<file path="src/hdl/multi_segment_envelope_generator_assert.svh">
// Assertion macros used by the envelope generator sequencer (mseg_ctrl).
// Expects i_clk and i_rst_n in the scope of each use.
`ifndef MULTI_SEGMENT_ENVELOPE_GENERATOR_ASSERT_SVH
`define MULTI_SEGMENT_ENVELOPE_GENERATOR_ASSERT_SVH

// same-cycle implication
`define MSEG_ASSERT_NOW(lbl, ante, cons, msg) \
    lbl: assert property (@(posedge i_clk) disable iff (!i_rst_n) (ante) |-> (cons)) \
        else $error(msg);

// next-cycle implication
`define MSEG_ASSERT_NEXT(lbl, ante, cons, msg) \
    lbl: assert property (@(posedge i_clk) disable iff (!i_rst_n) (ante) |=> (cons)) \
        else $error(msg);

`endif

</file>
<file path="src/hdl/mseg_pkg.sv">
// Shared types, codes and helper functions for the envelope generator.
// No dependencies; used by mseg_ctrl, mseg_dp and the top level.
package mseg_pkg;

    localparam int DEF_VOICES   = 32;
    localparam int DEF_SEGMENTS = 4;

    localparam logic signed [23:0] Q_MAX = 24'sh7FFFFF;
    localparam logic signed [23:0] Q_MIN = 24'sh800000;
    localparam logic signed [23:0] Q_ONE = 24'sh400000;

    // item modes
    localparam logic [2:0] MODE_TICK  = 3'd0;
    localparam logic [2:0] MODE_START = 3'd1;
    localparam logic [2:0] MODE_STOP  = 3'd2;
    localparam logic [2:0] MODE_RATE  = 3'd3;
    localparam logic [2:0] MODE_DEST  = 3'd4;

    // rendering kinds
    localparam logic [2:0] KIND_IDLE    = 3'd0;
    localparam logic [2:0] KIND_LINEAR  = 3'd1;
    localparam logic [2:0] KIND_DECAY   = 3'd2;
    localparam logic [2:0] KIND_CURVED  = 3'd3;
    localparam logic [2:0] KIND_RELEASE = 3'd4;

    // configuration register indexes
    localparam logic [2:0] CFG_KINDS = 3'd0;
    localparam logic [2:0] CFG_LINKS = 3'd1;
    localparam logic [2:0] CFG_START = 3'd2;
    localparam logic [2:0] CFG_STOP  = 3'd3;
    localparam logic [2:0] CFG_FLOOR = 3'd4;

    // multiplier operand selections
    localparam logic [2:0] MUL_NONE     = 3'd0;
    localparam logic [2:0] MUL_DIFF_X   = 3'd1;
    localparam logic [2:0] MUL_DIFF_CV  = 3'd2;
    localparam logic [2:0] MUL_DIFF_1MY = 3'd3;
    localparam logic [2:0] MUL_Y_1MR    = 3'd4;
    localparam logic [2:0] MUL_HARD_LVL = 3'd5;
    localparam logic [2:0] MUL_C_AM     = 3'd6;
    localparam logic [2:0] MUL_CV_U     = 3'd7;

    // datapath register actions
    localparam logic [3:0] ACT_NONE      = 4'd0;
    localparam logic [3:0] ACT_LOAD      = 4'd1;
    localparam logic [3:0] ACT_WRMEM     = 4'd2;
    localparam logic [3:0] ACT_LIN_DONE  = 4'd3;
    localparam logic [3:0] ACT_LIN_END   = 4'd4;
    localparam logic [3:0] ACT_SETTLE    = 4'd5;
    localparam logic [3:0] ACT_DEC_LVL   = 4'd6;
    localparam logic [3:0] ACT_DEC_Y     = 4'd7;
    localparam logic [3:0] ACT_CURV_INIT = 4'd8;
    localparam logic [3:0] ACT_CURV_U    = 4'd9;
    localparam logic [3:0] ACT_CURV_V    = 4'd10;
    localparam logic [3:0] ACT_CURV_DONE = 4'd11;
    localparam logic [3:0] ACT_STOP      = 4'd12;
    localparam logic [3:0] ACT_START     = 4'd13;
    localparam logic [3:0] ACT_ENT_SET   = 4'd14;
    localparam logic [3:0] ACT_COMMIT    = 4'd15;

    typedef struct packed {
        logic [2:0]         mode;
        logic [4:0]         voice;
        logic [2:0]         segment;
        logic signed [23:0] value;
        logic signed [23:0] attack_curve;
        logic [22:0]        retrigger_hardness;
    } t_in;

    typedef struct packed {
        logic [4:0]         voice_out;
        logic signed [23:0] signal;
        logic [2:0]         segment_now;
        logic               idle;
    } t_out;

    typedef struct packed {
        logic       take;
        logic       clr;
        logic       rd_enter;
        logic [2:0] mul;
        logic [3:0] act;
    } t_cmd;

    typedef struct packed {
        logic [2:0] mode;
        logic       v_ok;
        logic [2:0] kind;
        logic       x_lt_one;
        logic       y_gt_floor;
        logic       clr_done;
        logic       out_free;
    } t_sts;

    // clip to signed 24 bits
    function automatic logic signed [23:0] sat24(input logic signed [33:0] v);
        if (v > 34'(Q_MAX)) begin
            return Q_MAX;
        end else if (v < 34'(Q_MIN)) begin
            return Q_MIN;
        end
        return v[23:0];
    endfunction

    // kind of a segment; unknown codes and out-of-range segments are idle
    function automatic logic [2:0] kind_of(input logic [11:0] kinds, input logic [2:0] s,
                                           input int segs);
        logic [2:0] k;
        k = KIND_IDLE;
        if (int'(s) <= segs) begin
            unique case (s)
                3'd1:    k = kinds[2:0];
                3'd2:    k = kinds[5:3];
                3'd3:    k = kinds[8:6];
                3'd4:    k = kinds[11:9];
                default: k = KIND_IDLE;
            endcase
        end
        return (k > KIND_RELEASE) ? KIND_IDLE : k;
    endfunction

    // following segment; out of range links go to idle
    function automatic logic [2:0] link_of(input logic [11:0] links, input logic [2:0] s,
                                           input int segs);
        logic [2:0] l;
        l = 3'd0;
        if (int'(s) <= segs) begin
            unique case (s)
                3'd1:    l = links[2:0];
                3'd2:    l = links[5:3];
                3'd3:    l = links[8:6];
                3'd4:    l = links[11:9];
                default: l = 3'd0;
            endcase
        end
        return (int'(l) > segs) ? 3'd0 : l;
    endfunction

endpackage

</file>
<file path="src/hdl/mseg_ctrl.sv">
// Sequencer for the envelope generator: walks each transaction through
// the datapath steps. Depends on mseg_pkg and the assertion macro header.
`include "multi_segment_envelope_generator_assert.svh"

module mseg_ctrl (
    input  logic           i_clk,
    input  logic           i_rst_n,
    input  logic           i_valid,
    output logic           o_stall,
    input  mseg_pkg::t_sts i_sts,
    output mseg_pkg::t_cmd o_cmd
);

    localparam logic [4:0] S_CLEAR  = 5'd0;
    localparam logic [4:0] S_IDLE   = 5'd1;
    localparam logic [4:0] S_LOAD   = 5'd2;
    localparam logic [4:0] S_DISP   = 5'd3;
    localparam logic [4:0] S_LIND   = 5'd4;
    localparam logic [4:0] S_DEC1   = 5'd5;
    localparam logic [4:0] S_DEC2   = 5'd6;
    localparam logic [4:0] S_CM1    = 5'd7;
    localparam logic [4:0] S_CU     = 5'd8;
    localparam logic [4:0] S_CM2    = 5'd9;
    localparam logic [4:0] S_CV     = 5'd10;
    localparam logic [4:0] S_CFM    = 5'd11;
    localparam logic [4:0] S_CFD    = 5'd12;
    localparam logic [4:0] S_STM    = 5'd13;
    localparam logic [4:0] S_ENTRD  = 5'd14;
    localparam logic [4:0] S_ENTSET = 5'd15;
    localparam logic [4:0] S_COMMIT = 5'd16;

    logic [4:0] r_state, n_state;
    logic [1:0] r_cnt, n_cnt;

    // state and curve step counter
    always_ff @(posedge i_clk) begin
        if (!i_rst_n) begin
            r_state <= S_CLEAR;
            r_cnt   <= 2'd0;
        end else begin
            r_state <= n_state;
            r_cnt   <= n_cnt;
        end
    end

    assign o_stall = (r_state != S_IDLE);

    // next state and commands
    always_comb begin
        n_state         = r_state;
        n_cnt           = r_cnt;
        o_cmd.take      = 1'b0;
        o_cmd.clr       = 1'b0;
        o_cmd.rd_enter  = 1'b0;
        o_cmd.mul       = mseg_pkg::MUL_NONE;
        o_cmd.act       = mseg_pkg::ACT_NONE;
        unique case (r_state)
            S_CLEAR: begin
                o_cmd.clr = 1'b1;
                if (i_sts.clr_done) n_state = S_IDLE;
            end
            S_IDLE: begin
                if (i_valid) begin
                    o_cmd.take = 1'b1;
                    n_state    = S_LOAD;
                end
            end
            S_LOAD: begin
                o_cmd.act = mseg_pkg::ACT_LOAD;
                n_state   = S_DISP;
            end
            S_DISP: begin
                n_state = S_COMMIT;
                if (i_sts.v_ok) begin
                    unique case (i_sts.mode)
                        mseg_pkg::MODE_TICK: begin
                            unique case (i_sts.kind)
                                mseg_pkg::KIND_LINEAR: begin
                                    if (i_sts.x_lt_one) begin
                                        o_cmd.mul = mseg_pkg::MUL_DIFF_X;
                                        n_state   = S_LIND;
                                    end else begin
                                        o_cmd.act = mseg_pkg::ACT_LIN_END;
                                        n_state   = S_ENTRD;
                                    end
                                end
                                mseg_pkg::KIND_CURVED: begin
                                    if (i_sts.x_lt_one) begin
                                        o_cmd.act = mseg_pkg::ACT_CURV_INIT;
                                        n_cnt     = 2'd0;
                                        n_state   = S_CM1;
                                    end else begin
                                        o_cmd.act = mseg_pkg::ACT_LIN_END;
                                        n_state   = S_ENTRD;
                                    end
                                end
                                mseg_pkg::KIND_DECAY, mseg_pkg::KIND_RELEASE: begin
                                    if (i_sts.y_gt_floor) begin
                                        o_cmd.mul = mseg_pkg::MUL_DIFF_1MY;
                                        n_state   = S_DEC1;
                                    end else begin
                                        o_cmd.act = mseg_pkg::ACT_SETTLE;
                                        if (i_sts.kind == mseg_pkg::KIND_RELEASE) begin
                                            n_state = S_ENTRD;
                                        end
                                    end
                                end
                                default: n_state = S_COMMIT;
                            endcase
                        end
                        mseg_pkg::MODE_START: begin
                            o_cmd.mul = mseg_pkg::MUL_HARD_LVL;
                            n_state   = S_STM;
                        end
                        mseg_pkg::MODE_STOP: begin
                            o_cmd.act = mseg_pkg::ACT_STOP;
                            n_state   = S_ENTRD;
                        end
                        mseg_pkg::MODE_RATE, mseg_pkg::MODE_DEST: begin
                            o_cmd.act = mseg_pkg::ACT_WRMEM;
                        end
                        default: n_state = S_COMMIT;
                    endcase
                end
            end
            S_LIND: begin
                o_cmd.act = mseg_pkg::ACT_LIN_DONE;
                n_state   = S_COMMIT;
            end
            S_DEC1: begin
                o_cmd.act = mseg_pkg::ACT_DEC_LVL;
                o_cmd.mul = mseg_pkg::MUL_Y_1MR;
                n_state   = S_DEC2;
            end
            S_DEC2: begin
                o_cmd.act = mseg_pkg::ACT_DEC_Y;
                n_state   = S_COMMIT;
            end
            S_CM1: begin
                o_cmd.mul = mseg_pkg::MUL_C_AM;
                n_state   = S_CU;
            end
            S_CU: begin
                o_cmd.act = mseg_pkg::ACT_CURV_U;
                n_state   = S_CM2;
            end
            S_CM2: begin
                o_cmd.mul = mseg_pkg::MUL_CV_U;
                n_state   = S_CV;
            end
            S_CV: begin
                o_cmd.act = mseg_pkg::ACT_CURV_V;
                n_cnt     = r_cnt + 2'd1;
                n_state   = (r_cnt == 2'd3) ? S_CFM : S_CM1;
            end
            S_CFM: begin
                o_cmd.mul = mseg_pkg::MUL_DIFF_CV;
                n_state   = S_CFD;
            end
            S_CFD: begin
                o_cmd.act = mseg_pkg::ACT_CURV_DONE;
                n_state   = S_COMMIT;
            end
            S_STM: begin
                o_cmd.act = mseg_pkg::ACT_START;
                n_state   = S_ENTRD;
            end
            S_ENTRD: begin
                o_cmd.rd_enter = 1'b1;
                n_state        = S_ENTSET;
            end
            S_ENTSET: begin
                o_cmd.act = mseg_pkg::ACT_ENT_SET;
                n_state   = S_COMMIT;
            end
            S_COMMIT: begin
                if (i_sts.out_free) begin
                    o_cmd.act = mseg_pkg::ACT_COMMIT;
                    n_state   = S_IDLE;
                end
            end
            default: n_state = S_IDLE;
        endcase
    end

    `MSEG_ASSERT_NEXT(a_take_loads, (r_state == S_IDLE) && i_valid, r_state == S_LOAD, "accepted transaction not loaded")
    `MSEG_ASSERT_NEXT(a_commit_waits, (r_state == S_COMMIT) && !i_sts.out_free, r_state == S_COMMIT, "result dropped while output full")
    `MSEG_ASSERT_NEXT(a_curve_four, (r_state == S_CV) && (r_cnt == 2'd3), r_state == S_CFM, "curve did not finish after four steps")
    `MSEG_ASSERT_NOW(a_clear_no_take, r_state == S_CLEAR, o_stall && !o_cmd.take, "transaction taken during clear")

endmodule

</file>
<file path="config.mk">
export PLATFORM = sky130hd
export DESIGN_NAME = mseg_ctrl
export DESIGN_NICKNAME = d
export VERILOG_FILES = /design/src/hdl/mseg_pkg.sv /design/src/hdl/mseg_ctrl.sv
export VERILOG_INCLUDE_DIRS = /design/src /design/src/hdl
export SDC_FILE = /design/constraint.sdc
export NUM_CORES = 1
export LEC_CHECK = 0
export ABC_AREA = 1
export ABC_CLOCK_PERIOD_IN_PS = 1900
export BUFFER_PORTS_ARGS = -buffer_cell sky130_fd_sc_hd__buf_2
export CELL_PAD_IN_SITES_DETAIL_PLACEMENT = 1
export CELL_PAD_IN_SITES_GLOBAL_PLACEMENT = 2
export CORE_MARGIN = 5
export CORE_UTILIZATION = 25
export DETAILED_ROUTE_END_ITERATION = 8
export GPL_TIMING_DRIVEN = 1
export HOLD_SLACK_MARGIN = 0.05
export PLACE_DENSITY_LB_ADDON = 0.2
export SLEW_MARGIN = 5
export SYNTH_ARGS = -nofsm -noshare
export SYNTH_HDL_FRONTEND = slang
export SYNTH_SLANG_ARGS = --single-unit
</file>
<file path="constraint.sdc">
create_clock -name i_clk -period 1.9 [get_ports i_clk]
set_input_delay 0.38 -clock i_clk [delete_from_list [all_inputs] [get_ports i_clk]]
set_output_delay 0.38 -clock i_clk [all_outputs]
set_load 0.02 [all_outputs]
</file>
Word level (Yosys, flattened, before mapping)

Index checks and enable logic that the tools add are counted.

Output and inout bits: 11
Logic and storage cells: 78
Flip-flop bits (word level): 7
Bits of input ports: 14

Muxes and demuxes: 34
Eq/ne operators: 33
Reductions and logical operators: 8
$add $sub $neg: 1

Operators with widths:

| cell                                           | count |
|---|---|
| one-hot mux 5 bit (14 select lines)            | 1 |
| one-hot mux 4 bit (11 select lines)            | 1 |
| == test 5 x 4 -> 1 bit (second input constant) | 8 |
| 2-to-1 mux 5 bit                               | 6 |
| one-hot mux 5 bit (3 select lines)             | 2 |
| one-hot mux 4 bit (3 select lines)             | 2 |
| == test 5 x 3 -> 1 bit (second input constant) | 4 |
| 2-to-1 mux 4 bit                               | 5 |
| one-hot mux 3 bit (5 select lines)             | 1 |
| == test 3 x 2 -> 1 bit (second input constant) | 4 |
| == test 5 x 2 -> 1 bit (second input constant) | 2 |
| 2-to-1 mux 2 bit                               | 5 |
| != test 2 bit (second input constant)          | 5 |
| one-hot mux 2 bit (2 select lines)             | 2 |
| 2-to-1 mux 7 bit                               | 1 |
| == test 3 x 1 -> 1 bit (second input constant) | 2 |
| == test 3 bit (second input constant)          | 2 |
| 2-to-1 mux 3 bit                               | 2 |
| one-hot mux 3 bit (2 select lines)             | 1 |
| == test 5 x 1 -> 1 bit (second input constant) | 1 |
| == test 5 bit (second input constant)          | 1 |
| logical NOT 5 bit                              | 1 |
| 2-to-1 mux 1 bit                               | 5 |
| != test 5 x 1 -> 1 bit (second input constant) | 1 |
| other kinds (9)                                | 11 |

Longest topological paths before layout

Gate-level depths: netlist (run 1).

Depth in word-level cells: 7
Mapped depth: 11

Least setup slack after synthesis (run 1)

Ideal clock, no wire load.

Path kind: reg2out
Start: register r_state[1]
End: output o_cmd[1] (netlist name)
Path slack: 202 ps
Stages on the path, launching flop included: 5
Buffers on the path: 0
Data arrival time: 1318 ps
Cells stage by stage: dfxtp_1 -> nand2_4 -> nor2_4 -> nand2_1 -> o2111ai_1

RTL lines:

| what                     | line            | source |
|---|---|---|
| start: declaration       | mseg_ctrl.sv:32 | `logic [4:0] r_state, n_state;` |
| start signal: assignment | mseg_ctrl.sv:41 | `r_state <= n_state;` |
| end: declaration         | mseg_ctrl.sv:11 | `output mseg_pkg::t_cmd o_cmd` |

==> results of run 1 <==
[state kept, by name, indices dropped and copies added (netlist names)]
register / flops
r_cnt: 2
r_state: 5
[cell type report]
class	count	area, um^2	area share, %
multi-input combinational	136	769	55.7
clock buffer	4	45.0	3.26
timing repair buffer	39	259	18.7
inverter	23	90.1	6.52
sequential	7	159	11.5
tap	48	60.1	4.34
[synth_stat cells]
library cell	number
nor3_4	1
inv_1	20
inv_2	2
nor2_2	2
o21ai_1	1
nor3_1	5
nand4_1	4
nand2_2	1
a21oi_1	4
or2_2	1
a41oi_1	1
nor3_2	1
o211ai_1	2
a31oi_1	2
nor2_4	4
o2111ai_1	1
nand3b_1	3
clkinv_2	1
nor2_1	30
nand3_1	24
nand2_1	40
o21ai_0	5
dfxtp_1	7
nand2_4	2
o21bai_1	1
ha_1	1
[timing repair]
item / CTS / global route
pin swaps: 0 / 4
resized for setup: 12 / 26
buffers inserted: 0 / 5
setup endpoints to repair: 7 / 7
hold buffers: 0 / 0
[kinds of logic after synthesis]
kind of cell	Yosys count	share of synthesized area (%)
AOI/OAI and AO/OA	17	11.2
adders and majority gates	1	1.36
buffers and inverters	23	9.55
DFF	7	15.3
and+or+nand+nor	118	62.6
[worst max-delay path, cell delays in order, from the launching register on]
cell,delay (ns)
dfxtp_4,0.38
inv_2,0.07
nand3_4,0.07
buf_4,0.12
nor2_4,0.03
buf_4,0.13
or2_2,0.29
buf_2,0.16
[stage by stage]
stage | cell area [um^2] | instances | setup slack [ns]
after floorplan | 917 | 166 | 0.202
after global placement | 1170 | 248 | 0.0273
after detailed placement | 1170 | 248 | 0.0199
after CTS | 1250 | 252 | -0.0410
after global routing | 1380 | 257 | -0.0349
final | 1380 | 257 | 0.0459
[per-layer routing]
| metal | routed length [um] | vias to the layer above | track usage [%] |
|---|---|---|---|
| li1 | - | 635 | - |
| met1 | 1480 | 599 | 16.9 |
| met2 | 1980 | 33 | 26.7 |
| met3 | 160 | 6 | 2.13 |
| met4 | 59 | 0 | 2.92 |
| met5 | 0 | - | 0 |
[final timing paths]
path                     end  slack (ns)  cells after the start
setup reg to reg  r_state[0]        0.47                      8
hold reg to reg     r_cnt[1]        0.51                      2
hold / removal    r_state[4]        0.40                      3
setup / recovery    o_cmd[4]        0.05                      7
[power by group]
| group | internal (W) | switching, W |
|---|---|---|
| Clock | 0.000145 | 0.0000602 |
| Sequential | 0.000156 | 0.0000235 |
| Combinational | 0.000124 | 0.000189 |
==> metrics, run 1 <==
Die Span Y=70.6 um; leak pwr=~0.72 nW; setup TNS=0 ns; die area=4980 um^2; Seq cells post-synth=7; Pwr Total=roughly 0.00070 W; vias in the first global route=1,310; Peak VDD IR=about 0.00020 V; kind of critical path=reg2out; Hold WC Path Type=in2reg; All-Layer GR Usage=14.2%; Placeable Area=3610 um^2; Mapped Nets=~180; total CTS buffers=3; average routed wire per standard cell=between 10 and 15 um; share of the yosys chip area belonging to registers=about 15%; clock sinks=7; final period utilization=about 100%; clk_lat worst skew=0.22 ns; DRC=0; area delta synth->final=50.8%; Worst Hold Launch=i_rst_n; Routed WL=3680 um; global-route wire length before repair=approximately 5800 um; most common cell after layout, fill and taps aside=nand2_1; I/O Pins=25; min Tclk post-route=1.85 ns; worst-margin pin slew=roughly 0.33 ns; setup violators final=0; gr ovfl total=0; top cells by area, synth=nand2_1 16%, dfxtp_1 15%, nand3_1 13%, nor2_1 12%, inv_1 8.2%; post-DR vias/cell=roughly 5; final hold slack=just over 0.4 ns; Fillers=around 500; status=finished clean; Synth Cell Area=roughly 900 um^2; Req. time, crit path=roughly 1.5 ns; CTS tree=done; commonest non-fill, non-tap cells in the layout=38 x nand2_1, 25 x nor2_1, 21 x nand3_1; final hold violations=0; critical path endpoint category=output port; initial core utilization=25.4%; Final Util=between 30% and 40%; biggest area consumer among synthesized cells=nand2_1; vias post-DR=around 1,300; IO Port Bufs=24; Cells after Synth=about 170; share of Yosys cell area claimed by the top area cell type=~16%; synth warn=0; worst setup path startpoint=r_state[2]; Syn Area/Cell=roughly 5.5 um^2; # rows=22; DR iter-0 viols=43; Antenna Violating Nets Remaining=0; DR pass1 iterations=4; Cell variety after synth=26; Longest Clk Path Bufs=2; Clk pin slew, worst setup/hold paths=around 0.040 ns; DIE WIDTH=just over 70 um; Max Transition Viols Final=0; # nets final=225; Critical Path AT=around 1.5 ns; Root Driver=clkbuf_8; DPL Wire Length=just over 3000 um; Clock Skew=around 0.0034 ns; n_diodes=0; PwrDens=just over 500 nW/um^2; crit path max fanout=5; Maximum Capacitance Violations=0; RD Place Congestion=~0.88; largest net degree at the start of global routing=7; H-tree levels=1; Rel. slew slack=just under 80%; FF-to-FF Start=r_state[0]; CP Launch Type=flip-flop; share of layout cells above drive strength 1=between 30% and 40%; antenna violations before repair=0; max frequency=approximately 0.54 GHz
(Power assumes the default switching activity.)
==> inputs of run 2 (changes only) <==
Settings changed: SETUP_SLACK_MARGIN set to 0.2.
==> run 2 against run 1 <==
Effect of this change: wire length up 18%; flip-flop and latch count is the same; critical endpoint is now o_cmd[6]; largest power group unchanged; clock power about the same; sequential share of layout area decreased by 1.8 points; clock-buffer cell count stayed put.
==> metrics, run 2 (synthesized netlist as in run 1, its figures left out) <==
status=finished clean; Maximum Capacitance Violations=0; Root Driver=clkbuf_8; FF-to-FF Start=r_state[0]; Routed WL=around 4300 um; worst stage delay on the critical path=between 0.3 and 0.4 ns; vias in the first global route=1,442; Worst R2R Setup Slack=between 0.3 and 0.4 ns; DIE WIDTH=around 71 um; DPL Wire Length=approximately 3000 um; most flop-heavy register=r_state; Peak VDD IR=approximately 0.00021 V; hold_buf cts=0; H-tree levels=1; # nets final=233; Critical Path AT=1.46 ns; RSZ-0062 raised after global routing=yes; n_diodes=0; critical path endpoint category=output port; final hold violations=0; total CTS buffers=3; kind of critical path=reg2out; CP cell instances=nor2_4 -> nand2_4 -> nor2_4 -> nand2_4 -> o211ai_1 -> buf_4; clk_lat worst skew=between 0.2 and 0.25 ns; reg-to-reg endpoint=r_state[0]; leak pwr=roughly 0.79 nW; die area=4980 um^2; Hold WC Path Type=in2reg; # rows=22; PwrDens=513 nW/um^2; crit path max fanout=5; vias post-DR=between 1,000 and 1,500; Max Transition Viols Final=0; Req. time, crit path=1.52 ns; area delta synth->final=76.0%; Longest Clk Path Bufs=2; CTS tree=done; DRC=0; initial core utilization=25.4%; min Tclk post-route=about 1.8 ns; average routed wire per standard cell=roughly 16 um; post-DR vias/cell=a little over 5; Pwr Total=a little over 0.0008 W; hold-critical path depth=3; clock sinks=7; share of layout cells above drive strength 1=between 40% and 50%; leading registers by flop count=r_state x5, r_cnt x2; Clock Skew=0.00345 ns; cell count of the worst reg-to-reg path=9; max FFs per register=5; Clk pin slew, worst setup/hold paths=0.04 ns; All-Layer GR Usage=16.0%; worst-margin pin slew=approximately 0.31 ns; global-route wire length before repair=6530 um; antenna violations before repair=0; Placeable Area=between 3000 and 4000 um^2; Worst Hold Launch=i_rst_n; Non-Filler Instances=approximately 270; RD Place Congestion=0.876; DR iter-0 viols=about 60; most common cell after layout, fill and taps aside=nand2_1; hold endpoint=r_state[4]; largest net degree at the start of global routing=7; CP Launch Type=flip-flop; DR pass1 iterations=4; Cells after DPL=around 250; gr ovfl total=0; final period utilization=between 90% and 100%; commonest non-fill, non-tap cells in the layout=35 x nand2_1, 21 x buf_4, 18 x nand3_1, 18 x nor2_1, 16 x inv_1; I/O Pins=25; Antenna Violating Nets Remaining=0; IO Port Bufs=24; max frequency=between 0.5 and 0.6 GHz; slowest stage cell on the critical path=dfxtp_4; Rel. slew slack=about four fifths; Die Span Y=around 71 um; setup violators final=0
## run 2: cell types whose count changed in the layout (fill, tap and decap cells not counted), moves of 4 or more
cell,delta
nor2_1,-7
buf_2,-5
nor2_2,+4
buf_6,+8
buf_4,+4
## run 2: metrics by stage
step	instance area (um^2)	util (%)	hold WS (ns)	setup slack (ns)	setup TNS [ns]
2_1_floorplan	917	-	0.443	0.202	0
4_1_cts	1460	40.6	0.411	0.0935	0
3_3_place_gp	1170	32.5	0.452	0.0273	0
6_report	1610	44.8	0.405	0.0623	0
3_5_place_dp	1170	32.5	0.496	0.0199	0
5_1_grt	1610	44.8	0.429	-0.0249	-0.0398
## run 2: report_power, final
group | switching, W | total (W) | internal, W
clock | 0.0000606 | 0.000205 | 0.000145
combinational | 0.000244 | 0.000439 | 0.000195
sequential | 0.0000264 | 0.000183 | 0.000157
total | 0.000331 | 0.000827 | 0.000496
## run 2: how the worst max path moves through the flow
stage / start / endpoint
final: r_state[2] / o_cmd[6]
after global routing: r_state[2] / o_cmd[1]
after CTS: r_state[0] / o_cmd[0]
after detailed placement: r_state[1] / o_cmd[1]
after global placement: r_state[1] / o_cmd[1]
after floorplan: r_state[1] / o_cmd[1]
## run 2: cell type report
cell class / instances / area (um^2)
Clock buffer: 4 / 45.0
Fill cell: 481 / 1990
Tap cell: 48 / 60.1
Sequential cell: 7 / 156
Timing Repair Buffer: 47 / 374
Multi-Input combinational cell: 136 / 881
Inverter: 23 / 97.6
## run 2: critical path: cells and delay by family (launching register included)
family / cells / cell delay, ns
compound gates: 1 / 0.20
buf+inv: 1 / 0.18
flops: 1 / 0.37
simple gates: 4 / 0.48
## run 2: what timing repair did
action	CTS	global route
gates resized for setup	49	32
setup buffers	9	4
endpoints found under the setup margin	10	9
pin swaps	10	10
## run 2: metal layers
metal | vias up | GRT usage, % | wire length, um
met5 | - | 0 | 0
met4 | 0 | 6.26 | 144
met3 | 12 | 2.27 | 161
met2 | 36 | 29.9 | 2350
met1 | 639 | 18.3 | 1680
li1 | 652 | - | -
==> inputs of run 3 (changes only) <==
Settings changed: ABC_AREA 1 to unset, CORE_UTILIZATION 25 to 28.
==> run 3 against run 2 <==
Effect of this change: the run now ends with setup timing left; die area fell by 3.9%; sequential power fell by 11%; critical path depth fell by 1; worst setup slack got worse by 0.10 ns; area after synthesis rose by 7.0%; utilization rose by 5.1 points; critical path type unchanged; largest cell class unchanged.
==> metrics, run 3 <==
Cells after DPL=between 200 and 250; RD Place Congestion=approximately 0.73; DRC=0; area delta synth->final=70.8%; synth warn=0; Multi-input gate area=between 800 and 900 um^2; final instance area=around 1700 um^2; initial core utilization=around 30%; DIE WIDTH=slightly below 70 um; failing checks=setup timing; post-placement cell area=~1300 um^2; top cells by area, synth=dfxtp_1 14%, nand2b_1 6.4%, nor2_1 5.7%, a21oi_1 5.6%, nand3_1 4.1%; Syn Area/Cell=6.81 um^2; DR pass1 iterations=4; Reg power frac=between 20% and 30%; Hold WC Path Type=in2reg; DR iter-0 viols=39; worst-margin pin slew=0.399 ns; antenna violations before repair=0; Cell variety after synth=between 40 and 50; Longest Clk Path Bufs=2; clk_lat worst skew=approximately 0.25 ns; Final Util=around 50%; Die Span Y=69.2 um; max FFs per register=5; Antenna Violating Nets Remaining=0; Maximum Capacitance Violations=0; Clk pin slew, worst setup/hold paths=0.05 ns; biggest area consumer among synthesized cells=dfxtp_1; Psw=about 0.00023 W; Fillers=around 440; gr ovfl total=0; CTS tree=done; kind of critical path=reg2out; Rel. slew slack=between 70 and 80%; top_reg_cell synth=dfxtp_1; average routed wire per standard cell=17.5 um; most common cell after layout, fill and taps aside=buf_4; Synth Cell Area=approximately 980 um^2; All-Layer GR Usage=between 10% and 20%; setup violators final=5; final period utilization=102%; IO Port Bufs=24; Cell Int Power=about 0.00040 W; Post-synth ARST share=0%; Placeable Area=approximately 3400 um^2; Worst R2R Setup Slack=approximately 0.22 ns; vias in the first global route=roughly 1,500; DPL Wire Length=between 2000 and 3000 um; final hold violations=0; PwrDens=between 300 and 400 nW/um^2; Non-Filler Instances=around 240; max frequency=0.515 GHz; vias post-DR=1,312; setup TNS=-0.0964 ns; total CTS buffers=3; Routed WL=~4300 um; leak pwr=0.672 nW; most flop-heavy register=r_state; RSZ-0062 raised after global routing=yes; largest net degree at the start of global routing=13; share of the yosys chip area belonging to registers=approximately 14%; post-DR vias/cell=5.40; commonest non-fill, non-tap cells in the layout=30 x buf_4, 14 x buf_2, 14 x buf_6; Peak VDD IR=0.000279 V; Gate power share=a little over half; Seq. cell area=around 160 um^2; H-tree levels=1; final worst slack=-0.0415 ns; min Tclk post-route=1.94 ns; global-route wire length before repair=between 7000 and 8000 um; Clock Skew=between 0.005 and 0.006 ns; Clk pwr share=between 20% and 30%; status=finished, violations left; I/O Pins=25; share of layout cells above drive strength 1=between 40% and 50%; share of Yosys cell area claimed by the top area cell type=around 14%; Post-synth EDFFs=0; die area=approximately 4800 um^2; Cells after Synth=between 100 and 150; Req. time, crit path=1.52 ns; top cells by count, synth=15 x nor2_1, 11 x a21oi_1, 10 x nand2_1, 10 x nand2b_1, 8 x nand3_1; top-count cell post-synth=nor2_1; switching power share of the total=roughly 36%; Max Transition Viols Final=0; critical path endpoint category=output port; CP Launch Type=flip-flop; clock sinks=7; Critical Path AT=around 1.6 ns; crit path max fanout=8; Root Driver=clkbuf_4; hold_buf cts=0; Seq cells post-synth=7; # nets final=between 200 and 250; leading registers by flop count=r_state x5, r_cnt x2; # rows=21; Mapped Nets=approximately 160; n_diodes=0
run 3: cell count changes after synthesis, sizes merged, moves of 4 or more:
cell    change
nand4       -4
nand2b     +10
buf        +10
nand3      -16
or3         +6
o21a        +4
a21oi       +7
nor2b       +4
nor3        -7
nor2       -21
nand2      -32
inv        -16
run 3: power by group through the flow:
| stage | Combinational (W) | Clock [W] | Sequential (W) |
|---|---|---|---|
| final | 0.000336 | 0.000134 | 0.000162 |
| after global routing | 0.000362 | 0.000150 | 0.000164 |
| after CTS | 0.000303 | 0.000141 | 0.000163 |
| after detailed placement | 0.000224 | 0 | 0.000164 |
| after global placement | 0.000218 | 0 | 0.000163 |
| after floorplan | 0.000138 | 0 | 0.000161 |
run 3: metrics by stage:
stage | total power [W] | hold slack [ns] | setup WS (ns)
CTS | 0.000606 | 0.428 | -0.0480
global placement | 0.000382 | 0.469 | 0.00477
detailed placement | 0.000388 | 0.488 | -0.0164
global route | 0.000676 | 0.448 | -0.137
finish | 0.000633 | 0.437 | -0.0415
floorplan | 0.000299 | 0.461 | 0.0711
run 3: worst paths after layout:
kind / startpoint / to / depth (start not counted)
worst max-delay path: r_state[0] / o_cmd[2] / 5
worst min-delay path: i_rst_n / r_state[0] / 3
worst max register to register: r_state[1] / r_state[1] / 11
worst min register to register: r_cnt[1] / r_cnt[1] / 2
run 3: worst max-delay path, stage by stage, from the launching register on:
cell and delay [ns]:
dfxtp_4 0.41, nor3b_4 0.32, nand2_4 0.13, a211oi_2 0.19
or3_4 0.16, buf_6 0.10
run 3: area by class of cell:
type                    count  share of cell area, %
multi-input cells         118                   53.4
repair buffers             62                   30.9
flip-flops and latches      7                   9.34
well taps                  46                   3.44
clock buffers               4                   1.57
inverters                   6                   1.34
run 3: logic make-up after synthesis:
family / count (synthesis) / synth area share (%)
and+or+nand+nor: 69 / 41.6
DFF: 7 / 14.3
buffers and inverters: 19 / 9.06
adders and majority gates: 1 / 1.28
muxes: 1 / 1.15
xor gates and xnor gates: 1 / 0.893
AOI/OAI and AO/OA: 46 / 31.8
run 3: per-layer routing:
layer	up-vias	track usage (%)	share of wire [%]
li1	637	-	-
met1	645	21.4	44
met2	25	31.9	52
met3	5	3.33	3.1
met4	0	4.34	0.94
met5	-	0	0
run 3: timing repair:
action / CTS / global route
gates cloned: 1 / 0
setup buffers: 13 / 7
pin swaps: 11 / 14
resized for setup: 49 / 16
endpoints found under the setup margin: 11 / 12
